===== config.mk =====
export PLATFORM = sky130hd
export DESIGN_NAME = bts_queue
export DESIGN_NICKNAME = d
export VERILOG_FILES = /design/src/rtl/bts_queue.sv
export SDC_FILE = /design/constraint.sdc
export NUM_CORES = 1
export LEC_CHECK = 0
export BUFFER_PORTS_ARGS = -buffer_cell sky130_fd_sc_hd__buf_4
export CELL_PAD_IN_SITES_DETAIL_PLACEMENT = 1
export CELL_PAD_IN_SITES_GLOBAL_PLACEMENT = 2
export CORE_ASPECT_RATIO = 0.9
export CORE_MARGIN = 4
export CORE_UTILIZATION = 30
export CTS_CLUSTER_SIZE = 16
export DETAILED_ROUTE_END_ITERATION = 6
export HOLD_SLACK_MARGIN = 0.12
export PLACE_DENSITY = 0.56
export SLEW_MARGIN = 20
export SYNTH_ARGS = -nofsm -noshare
export SYNTH_HDL_FRONTEND = slang
export SYNTH_SLANG_ARGS = --single-unit

===== constraint.sdc =====
create_clock -name clk -period 1.8 [get_ports clk]
set_input_delay 0.09 -clock clk [delete_from_list [all_inputs] [get_ports clk]]
set_output_delay 0.09 -clock clk [all_outputs]
set_load 0.05 [all_outputs]

===== src/rtl/bts_queue.sv =====
module bts_queue #(
  parameter int WIDTH = 8,
  parameter int DEPTH = 4
) (
  input  logic             clk,
  input  logic             rst_n,
  input  logic             push,
  input  logic [WIDTH-1:0] wdata,
  output logic             full,
  input  logic             pop,
  output logic [WIDTH-1:0] rdata,
  output logic             not_empty
);

  localparam int PTR_W = (DEPTH > 1) ? $clog2(DEPTH) : 1;
  localparam int CNT_W = $clog2(DEPTH + 1);
  localparam logic [PTR_W-1:0] LAST = PTR_W'(DEPTH - 1);

  logic [WIDTH-1:0] slot_r [DEPTH];
  logic [PTR_W-1:0] wp_r, rp_r;
  logic [CNT_W-1:0] cnt_r, cnt_nxt;

  assign full      = (cnt_r == CNT_W'(DEPTH));
  assign not_empty = (cnt_r != '0);
  assign rdata     = slot_r[rp_r];
  assign cnt_nxt   = cnt_r + CNT_W'(push) - CNT_W'(pop);

  always_ff @(posedge clk) begin
    if (!rst_n) begin
      wp_r  <= '0;
      rp_r  <= '0;
      cnt_r <= '0;
    end else begin
      if (push) begin
        wp_r <= (wp_r == LAST) ? '0 : wp_r + PTR_W'(1);
      end
      if (pop) begin
        rp_r <= (rp_r == LAST) ? '0 : rp_r + PTR_W'(1);
      end
      cnt_r <= cnt_nxt;
    end
  end

  always_ff @(posedge clk) begin
    if (push) begin
      slot_r[wp_r] <= wdata;
    end
  end

endmodule


* After elaboration in Yosys (flattened, before gate mapping)
Memories as Yosys holds them, arrays and structs flattened. A register that Yosys moved wholly into a read port is not among the register bits.
Index checks and enable logic that the tools add are counted.
** Cells by class
- Add/subtract/negate cells :: 4
- $mul :: 0
- Divide/modulo/power cells :: 0
- $lt $le $gt $ge :: 0
- Equality and inequality tests :: 3
- Shift-type cells :: 0
- Multiplexer cells :: 6
- Bitwise operators :: 0
- Reduce and logical (&&, ||, !) cells :: 1
** Operators by type and width (count)
- 2-to-1 mux 2 bit :: 4
- adder 2 x 1 -> 2 bit, second input constant :: 2
- equality test 2 bit, second input constant :: 2
- adder 3 x 1 -> 3 bit :: 1
- equality test 3 bit, second input constant :: 1
- nonzero test 3 bit :: 1
- subtractor 3 x 1 -> 3 bit :: 1
- 2-to-1 mux 1 bit :: 2
** Storage, ports and cells
- Register bits :: 7
- Bits in latches :: 0
- Bits in writable memories :: 32
- Bits in read-only memories :: 0
- Input bits :: 12
- Logic and storage cells :: 18
- Memories :: 1
** Memory list
- slot_r :: depth 4, bits a word 8, read ports 1, clocked after Yosys merged registers in 1, wr ports 1, RTL line 19 : logic [WIDTH-1:0] slot_r [DEPTH];

* Logic depth before layout (Yosys ltp)
- Word-level depth :: 4
- Depth in mapped cells :: 7
- Depth with buffers taken out :: 7

* Least setup slack after synthesis
No wires, ideal clock.
- Path kind :: register to register
- From :: register cnt_r[0]
- To :: register cnt_r[2]
- Library setup time :: 0.064 ns
- Arrival time :: 1.592 ns
- Data required time :: 1.736 ns
- Setup slack :: 0.144 ns
- Stages on the path, launching flop included :: 8
- Buffers on the path :: 0
- Clock period less this slack :: 1.656 ns
- Path through :: dfxtp_1 > inv_1 > ha_1 > inv_1 > ha_1 > fa_1 > xor3_1 > nor2_1
** Between the ends
- Cells in the longest elaborated chain, start to end :: 2
** RTL lines
- from (decl) :: RTL line 21 : logic [CNT_W-1:0] cnt_r, cnt_nxt;
- from (signal assigned) :: RTL line 40 : cnt_r <= cnt_nxt;
- adder 3 x 1 -> 3 bit :: RTL line 26 : assign cnt_nxt = cnt_r + CNT_W'(push) - CNT_W'(pop);
- subtractor 3 x 1 -> 3 bit :: RTL line 26
No other way between the ends.
A chain may end at the register's enable or synchronous reset.

* Worst setup path after layout
Ends and elaborated chain as after synthesis.

==> results_dict.tcl <==
set metrics [dict create \
    dpl_worst_slack_ns 0.0520 \
    grt_pass1_vias 923 \
    port_buffers 21 \
    initial_core_util 0.309 \
    ys_ff_latch 41 \
    status "finished clean" \
    vdd.ir_drop.worst_uv 332 \
    grt_usage 0.100 \
    cts_sinks 41 \
    htreeDepth 2 \
    finClkSkew_ns 0.0101 \
    worstSkewPairLatency_ns 0.29 \
    antenna_cells 0 \
    final_cell_mix "32 x edfxtp_1, 22 x buf_4, 10 x dlygate4sd3_1" \
    final_common_cell "edfxtp_1" \
    dieArea_um2 6630 \
    antenna_found_initial 0 \
    min_period_ns 1.70 \
    ios 22 \
    start_kind "flip-flop" \
    holdWs_ns 0.128 \
    combPwrFrac 0.210 \
    grt_max_degree 13 \
    dp_hpwl_mm 2.01 \
    worst_slew_pin_slew_ns 0.517 \
    clkPwrFrac 0.267 \
    netlist_instances 86 \
    routedWlPerCell_um 15.4 \
    layout.nets 143 \
    p_total_mw 2.13 \
    period_share 0.945 \
    required_ns 2.02 \
    cp.arrival_ns 1.92 \
    drive_gt1_frac 0.306 \
    drc 0 \
    end_kind "flip-flop" \
    maxCapViolations 0 \
    powerDensity_nw_per_um2 1050 \
    viasPerCell 4.32 \
    post-cts-setup-buffers 0 \
    die_w_um 85.4 \
    max_slew_margin 0.656 \
    first_pass_iters 3 \
    ant_nets 0 \
    drt_wl_total_mm 2.95 \
    cp_max_fo 2 \
    slew_violations 0 \
    hold_class "in -> reg" \
    yosysWarnings 0 \
    die_h_um 77.6 \
    finalHoldViolations 0 \
    clock-root-buffer "clkbuf_8" \
    pwr-share-seq 0.523 \
    switching_power_mw 0.589 \
    yosys.cell_types.count 17 \
    place_inst 173 \
    syn_area_um2 1620 \
    internal-power_mw 1.54 \
    area_delta_synth_final_pct 25.9 \
    rsz0062_at_grt "false" \
    sw_frac_of_total 0.277 \
    coreArea_um2 5220 \
    cts_buffers 5 \
    clk_pin_slew_worst_paths_ns 0.07 \
    p_leak_nw 0.765 \
    criticalPathCategory "reg -> reg" \
    grt_first_pass_wirelength_mm 4.90 \
    row_count 25 \
    max_freq_ghz 0.588 \
    drt_iter0_drc 42 \
    syn-num-nets 106 \
    fin_ws_ns 0.0997 \
    grt_overflow_total 0 \
    gp_congestion 0.791 \
    cts_buffer_depth 2 \
    vias 825 \
    cts_tree "done" \
    setup_viol 0 \
    fin_cells 191 \
    final.setup.tns_ns 0 \
    ys_seq_area_frac 0.706 \
    avgSynthCellArea_um2 18.8 \
]
## final cells by class
| type | instances | area (µm²) |
|---|---|---|
| Multi-Input combinational cell | 36 | 435 |
| Sequential cell | 41 | 1140 |
| Clock buffer | 6 | 72.6 |
| Inverter | 7 | 26.3 |
| Clock inverter | 2 | 10.0 |
| Tap cell | 67 | 83.8 |
| Timing Repair Buffer | 32 | 265 |
| Fill cell | 518 | 3190 |
## cells in the mapped netlist
| master | n | area [µm²] |
|---|---|---|
| edfxtp_1 | 32 | 961 |
| or3b_1 | 2 | 17.5 |
| a21oi_1 | 2 | 10.0 |
| nand2b_1 | 2 | 12.5 |
| dfxtp_1 | 9 | 180 |
| ha_1 | 7 | 87.6 |
| mux2i_1 | 2 | 20.0 |
| clkbuf_2 | 1 | 5.00 |
| inv_1 | 7 | 26.3 |
| and2_1 | 6 | 37.5 |
| and3_1 | 1 | 6.26 |
| xor3_1 | 1 | 23.8 |
| or3_1 | 1 | 6.26 |
| fa_1 | 1 | 20.0 |
| nor2_1 | 3 | 11.3 |
| buf_6 | 1 | 11.3 |
| mux4_2 | 8 | 180 |
## path summary, 6_finish.rpt
path | slack (ns) | start | end | cells after the start
worst min register to register | 0.52 | rp_r[0]$_SDFFE_PN0P_ | rp_r[0]$_SDFFE_PN0P_ | 2
worst max-delay path | 0.1 | cnt_r[0]$_SDFF_PN0_ | cnt_r[2]$_SDFF_PN0_ | 7
worst min-delay path | 0.13 | push | wp_r[1]$_SDFFE_PN0P_ | 3
worst max register to register | 0.1 | cnt_r[0]$_SDFF_PN0_ | cnt_r[2]$_SDFF_PN0_ | 7
## per-stage QoR
step | instance area, µm² | utilization
2_1_floorplan | 1620 | -
3_3_place_gp | 1850 | 0.354
3_5_place_dp | 1850 | 0.354
4_1_cts | 2030 | 0.389
5_1_grt | 2030 | 0.389
6_report | 2030 | 0.389
## kinds of logic after synthesis
| family | count (synthesis) | synth area share |
|---|---|---|
| AO/OA/AOI/OAI | 2 | 0.00619 |
| XOR/XNOR | 1 | 0.0147 |
| adder cells (fa/ha/maj) | 8 | 0.0666 |
| buffers and inverters | 9 | 0.0263 |
| flip-flops | 41 | 0.706 |
| multiplexers | 10 | 0.124 |
| AND/OR/NAND/NOR | 15 | 0.0565 |
## critical path, cell delays in order (launching register included)
cell and delay, ns:
dfxtp_1 0.32, inv_1 0.05, ha_1 0.26, inv_1 0.04, ha_1 0.18, fa_2 0.34, xor3_1 0.35, nor2_1 0.09
## state kept, by name, summed over array words and instances (netlist names), named ones only
register	count
wp_r	2
rp_r	2
slot_r	32
cnt_r	3
## what timing repair did
item,CTS,global route
endpoints found under the hold margin,36,0
setup endpoints to repair,0,1
gates resized for setup,0,1
hold buffers,10,0
## power groups by stage
stage / clock network (mW) / registers, mW / logic (mW)
global route: 0.633 / 1.12 / 0.481
finish: 0.568 / 1.11 / 0.446
CTS: 0.590 / 1.11 / 0.455
detailed placement: 0 / 1.14 / 0.436
floorplan: 0 / 1.12 / 0.315
global placement: 0 / 1.13 / 0.425
## routing by layer
layer / GRT usage / up-vias / part of all wire
met2: 0.162 / 13 / 0.51
met1: 0.124 / 413 / 0.44
met4: 0.0380 / 0 / 0.013
li1: - / 394 / -
met5: 0 / - / 0
met3: 0.0329 / 5 / 0.036
Power figures use the tool's default switching activity.
