`config.mk`:
```
export PLATFORM = sky130hd
export DESIGN_NAME = bts_back_flat
export DESIGN_NICKNAME = d
export VERILOG_FILES = /design/src/rtl/bts_pkg.sv /design/src/rtl/bts_out_if.sv /design/src/rtl/bts_back.sv /design/src/flat_wrapper.sv
export SDC_FILE = /design/constraint.sdc
export NUM_CORES = 1
export LEC_CHECK = 0
export BUFFER_PORTS_ARGS = -buffer_cell sky130_fd_sc_hd__buf_4
export CAP_MARGIN = 40
export CORE_ASPECT_RATIO = 0.6
export CORE_MARGIN = 2
export CORE_UTILIZATION = 31
export DETAILED_ROUTE_END_ITERATION = 10
export PLACE_DENSITY = 0.88
export SLEW_MARGIN = 20
export SYNTH_ARGS = -nofsm -noshare
export SYNTH_HDL_FRONTEND = slang
export SYNTH_SLANG_ARGS = --single-unit
```
`constraint.sdc`:
```
create_clock -name clk -period 1.3 [get_ports clk]
set_clock_uncertainty 0.2 [all_clocks]
set_input_delay 0.065 -clock clk [delete_from_list [all_inputs] [get_ports clk]]
set_output_delay 0.065 -clock clk [all_outputs]
set_load 0.005 [all_outputs]
```
`src/rtl/bts_pkg.sv`:
```
package bts_pkg;

  // Default sizes, handed to the top-level parameters
  localparam int MAX_WIDTH_DEF   = 256;
  localparam int MAX_HEIGHT_DEF  = 256;
  localparam int WEIGHT_BITS_DEF = 8;

  // Fixed field widths
  localparam int ADDR_W  = 16;
  localparam int COMP_W  = 8;
  localparam int TEXEL_W = 3 * COMP_W;
  localparam int COORD_W = 16;
  localparam int FRAC_W  = 16;

  localparam logic [FRAC_W-1:0] HALF_Q16 = 16'h8000;

  // Work queue between front and back
  localparam int QUEUE_DEPTH = 4;

  // Configuration port
  localparam int CFG_IDX_W  = 2;
  localparam int CFG_DATA_W = 9;

  localparam logic [CFG_IDX_W-1:0] CFG_TEXTURE_WIDTH   = 2'd0;
  localparam logic [CFG_IDX_W-1:0] CFG_TEXTURE_HEIGHT  = 2'd1;
  localparam logic [CFG_IDX_W-1:0] CFG_BILINEAR_ENABLE = 2'd2;

  localparam logic [CFG_DATA_W-1:0] WIDTH_RST  = 9'd256;
  localparam logic [CFG_DATA_W-1:0] HEIGHT_RST = 9'd256;
  localparam logic                  BILIN_RST  = 1'b1;

  // Input command codes
  localparam logic CMD_WRITE  = 1'b0;
  localparam logic CMD_SAMPLE = 1'b1;

  // Kind of work handed from front to back
  typedef enum logic [1:0] {
    K_WRITE = 2'b00,
    K_NEAR  = 2'b01,
    K_BLEND = 2'b10
  } kind_t;

endpackage

```
`src/rtl/bts_out_if.sv`:
```
interface bts_out_if;
  import bts_pkg::*;

  logic              valid;
  logic              ready;
  logic [COMP_W-1:0] red_out;
  logic [COMP_W-1:0] green_out;
  logic [COMP_W-1:0] blue_out;

  modport source (
    output valid, red_out, green_out, blue_out,
    input  ready
  );

  modport sink (
    input  valid, red_out, green_out, blue_out,
    output ready
  );

endinterface

```
`src/rtl/bts_back.sv`:
```
module bts_back #(
  parameter int MAX_WIDTH   = bts_pkg::MAX_WIDTH_DEF,
  parameter int MAX_HEIGHT  = bts_pkg::MAX_HEIGHT_DEF,
  parameter int WEIGHT_BITS = bts_pkg::WEIGHT_BITS_DEF,
  parameter int QW          = 64,
  parameter int AW          = 16
) (
  input  logic                         clk,
  input  logic                         rst_n,
  input  logic                         q_valid,
  input  logic [QW-1:0]                q_data,
  output logic                         q_pop,
  output logic                         ram_we,
  output logic [AW-1:0]                ram_addr,
  output logic [bts_pkg::TEXEL_W-1:0]  ram_wdata,
  input  logic [bts_pkg::TEXEL_W-1:0]  ram_rdata,
  bts_out_if.source                    out_chan
);

  import bts_pkg::*;

  localparam int WW        = $clog2(MAX_WIDTH + 1);
  localparam int WB        = WEIGHT_BITS;
  localparam int FW        = WB + 1;
  localparam int WTW       = 2 * WB + 1;
  localparam int ACW       = 2 * WB + 9;
  localparam int OUT_DEPTH = 2;
  localparam int OP_W      = $clog2(OUT_DEPTH);
  localparam int RSV_W     = $clog2(OUT_DEPTH + 1);

  localparam logic [FW-1:0]  FULL = FW'(1) << WB;
  localparam logic [ACW-1:0] HALF = ACW'(1) << (2 * WB - 1);

  // corner order of the four blend reads
  localparam logic [1:0] STEP_TL = 2'd0;
  localparam logic [1:0] STEP_BL = 2'd1;
  localparam logic [1:0] STEP_TR = 2'd2;
  localparam logic [1:0] STEP_BR = 2'd3;

  typedef struct packed {
    kind_t               kind;
    logic [AW-1:0]       addr;
    logic [WW-1:0]       w;
    logic [WB-1:0]       fu;
    logic [WB-1:0]       fv;
    logic [TEXEL_W-1:0]  texel;
  } q_entry_t;

  q_entry_t   head, cur_r;
  logic       cur_valid_r;
  logic [1:0] k_r;

  logic [FW-1:0]   m1, m2;
  logic [2*FW-1:0] wt_prod;
  logic            is_wr, is_near, done, rd, head_smp, credit;

  // read tag, lines up with ram_rdata
  logic           t_valid_r, t_first_r, t_last_r;
  logic [WTW-1:0] t_wt_r;

  logic [ACW-1:0] prod    [3];
  logic [ACW-1:0] acc_nxt [3];
  logic [ACW-1:0] acc_r   [3];
  logic           done_r;

  logic [ACW-1:0]    rnd;
  logic [8:0]        val9;
  logic [TEXEL_W-1:0] res;

  logic [TEXEL_W-1:0] ofifo_r [OUT_DEPTH];
  logic [OP_W-1:0]    owp_r, orp_r;
  logic [RSV_W-1:0]   ocnt_r, ocnt_nxt, rsv_r, rsv_nxt;
  logic               out_xfer;

  assign head = q_data;

  // issue: one RAM access per cycle while an entry is current; samples wait for an output slot
  always_comb begin
    m1       = FULL - {1'b0, cur_r.fu};
    m2       = FULL - {1'b0, cur_r.fv};
    ram_addr = cur_r.addr;
    case (k_r)
      STEP_TL: begin
      end
      STEP_BL: begin
        ram_addr = cur_r.addr + AW'(cur_r.w);
        m2       = {1'b0, cur_r.fv};
      end
      STEP_TR: begin
        ram_addr = cur_r.addr + AW'(1);
        m1       = {1'b0, cur_r.fu};
      end
      default: begin
        ram_addr = cur_r.addr + AW'(cur_r.w) + AW'(1);
        m1       = {1'b0, cur_r.fu};
        m2       = {1'b0, cur_r.fv};
      end
    endcase
  end

  assign wt_prod   = {{FW{1'b0}}, m1} * {{FW{1'b0}}, m2};
  assign is_wr     = (cur_r.kind == K_WRITE);
  assign is_near   = (cur_r.kind == K_NEAR);
  assign done      = cur_valid_r && (is_wr || is_near || (k_r == STEP_BR));
  assign rd        = cur_valid_r && !is_wr;
  assign ram_we    = cur_valid_r && is_wr;
  assign ram_wdata = cur_r.texel;

  assign head_smp = (head.kind != K_WRITE);
  assign credit   = (rsv_r < RSV_W'(OUT_DEPTH));
  assign q_pop    = q_valid && (!cur_valid_r || done) && (!head_smp || credit);
  assign out_xfer = out_chan.valid && out_chan.ready;
  assign rsv_nxt  = rsv_r + RSV_W'(q_pop && head_smp) - RSV_W'(out_xfer);

  always_ff @(posedge clk) begin
    if (q_pop) begin
      cur_r <= head;
    end
    t_first_r <= (k_r == STEP_TL);
    t_last_r  <= done;
    t_wt_r    <= wt_prod[WTW-1:0];
  end

  // accumulate weighted components as the reads return
  always_comb begin
    for (int c = 0; c < 3; c++) begin
      prod[c]    = ACW'(t_wt_r) * ACW'(ram_rdata[TEXEL_W-1-COMP_W*c -: COMP_W]);
      acc_nxt[c] = t_first_r ? prod[c] : acc_r[c] + prod[c];
    end
  end

  always_ff @(posedge clk) begin
    if (t_valid_r) begin
      for (int c = 0; c < 3; c++) begin
        acc_r[c] <= acc_nxt[c];
      end
    end
  end

  // round to nearest, clamp
  always_comb begin
    rnd  = '0;
    val9 = '0;
    res  = '0;
    for (int c = 0; c < 3; c++) begin
      rnd  = acc_r[c] + HALF;
      val9 = rnd[ACW-1 -: 9];
      res[TEXEL_W-1-COMP_W*c -: COMP_W] = val9[8] ? 8'hFF : val9[7:0];
    end
  end

  always_ff @(posedge clk) begin
    if (done_r) begin
      ofifo_r[owp_r] <= res;
    end
  end

  assign ocnt_nxt           = ocnt_r + RSV_W'(done_r) - RSV_W'(out_xfer);
  assign out_chan.valid     = (ocnt_r != '0);
  assign out_chan.red_out   = ofifo_r[orp_r][TEXEL_W-1 -: COMP_W];
  assign out_chan.green_out = ofifo_r[orp_r][TEXEL_W-1-COMP_W -: COMP_W];
  assign out_chan.blue_out  = ofifo_r[orp_r][COMP_W-1:0];

  always_ff @(posedge clk) begin
    if (!rst_n) begin
      cur_valid_r <= 1'b0;
      k_r         <= STEP_TL;
      t_valid_r   <= 1'b0;
      done_r      <= 1'b0;
      owp_r       <= '0;
      orp_r       <= '0;
      ocnt_r      <= '0;
      rsv_r       <= '0;
    end else begin
      if (q_pop) begin
        cur_valid_r <= 1'b1;
        k_r         <= STEP_TL;
      end else if (done) begin
        cur_valid_r <= 1'b0;
      end else if (cur_valid_r) begin
        k_r <= k_r + 2'd1;
      end
      t_valid_r <= rd;
      done_r    <= t_valid_r && t_last_r;
      if (done_r) begin
        owp_r <= owp_r + OP_W'(1);
      end
      if (out_xfer) begin
        orp_r <= orp_r + OP_W'(1);
      end
      ocnt_r <= ocnt_nxt;
      rsv_r  <= rsv_nxt;
    end
  end

endmodule
```
`src/flat_wrapper.sv`:
```
// flat-port wrapper written by rule: the top's interface ports become plain ports
module bts_back_flat import bts_pkg::*;
#(
  parameter int MAX_WIDTH   = bts_pkg::MAX_WIDTH_DEF,
  parameter int MAX_HEIGHT  = bts_pkg::MAX_HEIGHT_DEF,
  parameter int WEIGHT_BITS = bts_pkg::WEIGHT_BITS_DEF,
  parameter int QW          = 64,
  parameter int AW          = 16
)
  (clk, rst_n, q_valid, q_data, q_pop, ram_we, ram_addr, ram_wdata, ram_rdata, out_chan_valid, out_chan_red_out, out_chan_green_out, out_chan_blue_out, out_chan_ready);
  bts_out_if out_chan_i ();
  input  logic clk;
  input  logic rst_n;
  input  logic q_valid;
  input  logic [QW-1:0] q_data;
  output logic q_pop;
  output logic ram_we;
  output logic [AW-1:0] ram_addr;
  output logic [bts_pkg::TEXEL_W-1:0] ram_wdata;
  input  logic [bts_pkg::TEXEL_W-1:0] ram_rdata;
  output wire logic [$bits(out_chan_i.valid)-1:0] out_chan_valid;
  output wire logic [$bits(out_chan_i.red_out)-1:0] out_chan_red_out;
  output wire logic [$bits(out_chan_i.green_out)-1:0] out_chan_green_out;
  output wire logic [$bits(out_chan_i.blue_out)-1:0] out_chan_blue_out;
  input wire logic [$bits(out_chan_i.ready)-1:0] out_chan_ready;
  assign out_chan_valid = out_chan_i.valid;
  assign out_chan_red_out = out_chan_i.red_out;
  assign out_chan_green_out = out_chan_i.green_out;
  assign out_chan_blue_out = out_chan_i.blue_out;
  assign out_chan_i.ready = out_chan_ready;
  bts_back #(.MAX_WIDTH(MAX_WIDTH), .MAX_HEIGHT(MAX_HEIGHT), .WEIGHT_BITS(WEIGHT_BITS), .QW(QW), .AW(AW)) u_core (.clk(clk), .rst_n(rst_n), .q_valid(q_valid), .q_data(q_data), .q_pop(q_pop), .ram_we(ram_we), .ram_addr(ram_addr), .ram_wdata(ram_wdata), .ram_rdata(ram_rdata), .out_chan(out_chan_i));
endmodule
```
; After elaboration in Yosys (flattened, before gate mapping)
; Cells that the tools add are included.
[op_classes]
add_sub_neg = 1
mul = 0
n_div = 0
n_lt_le_gt_ge = 0
eq_ne = 0
n_shift = 0
mux = 2
bitwise_logic = 0
reduce_logical = 3
[ops]
columns = op, n
row1 = 2-bit nonzero test, 2
row2 = 1-bit two-way mux, 2
row3 = 2-bit by 1-bit subtractor with 2-bit output, 1
row4 = 1-bit logical AND, 1
[totals]
register_bits = 42
latch_bits = 0
mem_bits_rw = 0
rom_bits = 0
input_bits = 92
wordCells = 10
mem_count = 0

; Logic depth before layout (Yosys ltp)
[depth]
depth_word = 3
mapped_depth = 5
mapped_depth_nobuf = 5

; Worst setup path before layout
; No wires, ideal clock.
[synth_timing]
kind = flip-flop to flip-flop
from = register u_core.ocnt_r[1]
to = register u_core.ocnt_r[1]
arrival_time_ps = 1167
setup_slack_ps = -182
path_stages_with_launch = 6
path_buffers = 0
synth_period_minus_slack_ps = 1482
path_cell_list = dfxtp_1 > or2_4 > and2_4 > ha_1 > xor2_1 > and2_1
[synth_between]
elab_chain_cells = 3
[synth_rtl]
columns = element, line
row1 = "start, declared", bts_back.sv:72  ; logic [RSV_W-1:0] ocnt_r, ocnt_nxt, rsv_r, rsv_nxt;
row2 = "start signal, assigned", bts_back.sv:191  ; ocnt_r <= ocnt_nxt;
row3 = 2-bit nonzero test, bts_back.sv:159  ; assign out_chan.valid = (ocnt_r != '0);
row4 = net out_chan_valid, flat_wrapper.sv:21  ; output wire logic [$bits(out_chan_i.valid)-1:0] out_chan_valid;
row5 = 1-bit logical AND, bts_back.sv:112  ; assign out_xfer = out_chan.valid && out_chan.ready;
row6 = 2-bit by 1-bit subtractor with 2-bit output, bts_back.sv:158  ; assign ocnt_nxt = ocnt_r + RSV_W'(done_r) - RSV_W'(out_xfer);
; The timed path passes the listed nets, and every way through them passes these cells.
; A chain may end at the register's enable or synchronous reset.

; Worst setup path after layout
[layout_timing]
from = register u_core.ocnt_r[0]
to = register u_core.ocnt_r[1]
[layout_between]
elab_chain_cells = 3
[layout_rtl]
columns = element, line
row1 = 2-bit nonzero test, bts_back.sv:159
row2 = 1-bit logical AND, bts_back.sv:112
row3 = 2-bit by 1-bit subtractor with 2-bit output (*), bts_back.sv:158
; Mark *: on every way between the ends. The rest lies on a longest branch, timed or not.

==> impl_results.md <==
* Critical path peak fanout at 2
* Hold Crit Depth at 1
* Nets at roughly 300
* Arrival time worst endpoint at 1.39 ns
* Worst-path cell chain: or2_4 -> and2_4 -> ha_4 -> xor2_1 -> and2_1
* ANT cells at 0
* Outcome: finished with violations
* Minimum clock period at roughly 1.4 ns
* Largest net degree at the start of global routing at 23
* Reg-to-Reg Start: u_core.ocnt_r[0]$_SDFF_PN0_
* First-pass GRT wire length at a little over 5000 um
* Reg-to-reg setup timing slack at -0.11 ns
* Via count at between 1,000 and 1,500
* Routed wire length at approximately 3600 um
* LEAKAGE at 1.15 nW
* Hold Crit Start: q_valid
* Util after Layout at roughly 57%
* Crit Path Category: register to register
* DP HPWL at around 2200 um
* Leading area contributor after synthesis: edfxtp_1
* Post-CTS setup buffers at 0
* Syn_area_per_cell at 19.4 um^2
* DRC at 0
* Clock Latency Late Sink at roughly 0.28 ns
* Core box area at between 4000 and 5000 um^2
* Cell area after synthesis at roughly 1500 um^2
* Power consumption at between 2 and 3 mW
* Startpoint Class: register
* Worst reg2reg path depth at 5
* Layout cells sized above 1 at between 40 and 50%
* I/O pins at about 160
* Placed insts at about 220
* Routed len/inst at between 10 and 15 um
* Mapped Cells at 77
* Die Wd at slightly above 90 um
* Library cells used by synthesis at 11
* Synth Flop Type: edfxtp_1
* DR iter-0 viols at 35
* Synth async-reset ratio at 0%
* Reg clk slew, reported paths at approximately 0.08 ns
* Hold Buf Count CTS at 40
* PortBufs at between 80 and 90
* GPL Wtd Cong at 0.606
* TritonCTS clock tree: done
* Synth area leaders: edfxtp_1 (79%), buf_4 (13%), dfxtp_1 (4.0%), and2_1 (0.84%), ha_1 (0.84%)
* Worst hold path class: input pin to register
* Global Route Usage Sum at 13.2%
* Post-synthesis register bit count at between 40 and 50
* TritonCTS Buffers at 5
* Sinks on Clock Net at between 40 and 50
* Hold endpoint: u_core.ram_wdata[17]$_DFFE_PP_
* CP max stage cell: dfxtp_2
* Final worst-path cycle share at 108%
* Setup slack after layout at -0.109 ns
* Placed cell area at roughly 2100 um^2
* Critical path data required time at 1.28 ns
* Final Cell Area at ~2600 um^2
* Top-area cell type share of the netlist area at about four fifths
* Post-synth EDFFs at 39
* Fin Hold WS at -0.0498 ns
* Deepest clock path buffer count at 2
* Initial Util at ~32%
* Synth top cells by count: edfxtp_1 (39), buf_4 (26), dfxtp_1 (3)
* Failing checks: hold timing, setup timing
* PwrDens at 1120 nW/um^2
* VDD IR-drop max at ~0.00048 V
* Detailed-route vias per instance at around 3.7
* RSZ-0062 raised after global routing: yes
* R2R Path End: u_core.ocnt_r[1]$_SDFF_PN0_
* Final hold viol count at 14
* CTS root buffer: clkbuf_8
* Row cnt at 19
* Count leader, synth: edfxtp_1
* CP max stage delay at ~0.32 ns
* CTS resizes at 0
* Grt ovf at 0
* Layout Cells excl Fill at 272
* Worst Setup End Kind: register
* H-tree depth reported by CTS at 2
* Vias in the first global route at ~1,000
* Final Setup Violations at 1
* Fmax at 710 MHz
* Sequential share of the synthesized area at about 83%
* Post-route antenna net violation count at 0
* Die Ht at just under 60 um
* Drt first pass iters at 4
* Die area at approximately 5400 um^2
* Initial antenna violation count at 0
* Synth warn at 0
* Final Max Slew Viols at 0
* Layout area overhead at 75.9%
* Total of max-cap violations at 0
## metrics by stage
step	TNS [ns]	setup slack, ns
4_1_cts	-0.118	-0.118
5_1_grt	-0.186	-0.166
3_5_place_dp	-0.105	-0.105
6_report	-0.109	-0.109
2_1_floorplan	-0.0778	-0.0778
3_3_place_gp	-0.0806	-0.0806
## kinds of logic after synthesis
kind of cell	synth area share, %
and+or+nand+nor	2.43
other	0.251
xor gates and xnor gates	0.587
adders and majority gates	0.839
DFF	82.6
buffers and inverters	13.3
## power by group
group / switching, mW / leakage [nW] / total [mW] / internal [mW]
combinational: 0.164 / 0.701 / 0.489 / 0.324
clock: 0.431 / 0.0452 / 0.810 / 0.379
sequential: 0.0362 / 0.407 / 1.63 / 1.60
total: 0.631 / 1.15 / 2.93 / 2.30
## cell type report
| class | count | area (um^2) |
|---|---|---|
| well taps | 63 | 78.8 |
| clock buffers | 6 | 72.6 |
| flip-flops and latches | 42 | 1230 |
| multi-input cells | 32 | 164 |
| repair buffers | 126 | 1060 |
| inverters | 1 | 3.75 |
| fillers | 367 | 1990 |
| clock inverters | 2 | 13.8 |
## sequential cells by signal, indices dropped and copies added (netlist names)
register and cells:
u_core.cur_valid_r 1, u_core.ocnt_r 2, u_core.ram_wdata 24, u_core.cur_r 15
## layout by cell type, fill, tap and decap left out
master,count
dfxtp_2,1
conb_1,25
edfxtp_1,39
and2_4,1
ha_4,1
clkinv_4,1
dfxtp_1,2
buf_12,1
dlygate4sd3_1,40
inv_1,1
xor2_1,1
nor2b_1,1
or2_4,1
clkbuf_1,1
buf_4,85
clkinv_2,1
and2_1,2
clkbuf_8,5
## per-layer routing
metal	routed length, um	up-vias	track usage, %
met5	0	-	0
met4	6	0	3.11
met3	301	2	5.33
met2	1790	60	21.9
met1	1520	476	16.4
li1	-	480	-
## worst max-delay path by stage
stage / slack (ns) / to / startpoint / cells past startpoint
finish: -0.11 / u_core.ocnt_r[1]$_SDFF_PN0_ / u_core.ocnt_r[0]$_SDFF_PN0_ / 5
global route: -0.17 / u_core.ocnt_r[1]$_SDFF_PN0_ / u_core.ocnt_r[0]$_SDFF_PN0_ / 5
CTS: -0.12 / u_core.ocnt_r[1]$_SDFF_PN0_ / u_core.ocnt_r[0]$_SDFF_PN0_ / 5
detailed placement: -0.10 / u_core.ocnt_r[1]$_SDFF_PN0_ / u_core.ocnt_r[0]$_SDFF_PN0_ / 5
global placement: -0.08 / u_core.ocnt_r[1]$_SDFF_PN0_ / u_core.ocnt_r[0]$_SDFF_PN0_ / 5
floorplan: -0.08 / u_core.ocnt_r[1]$_SDFF_PN0_ / u_core.ocnt_r[0]$_SDFF_PN0_ / 5
## critical path, delay by kind of cell, from the launching register on
kind / cells / cell delay [ns]
xor+xnor: 1 / 0.13
flops: 1 / 0.32
simple gates: 3 / 0.51
fa+ha+maj: 1 / 0.14
(Power assumes the default switching activity.)
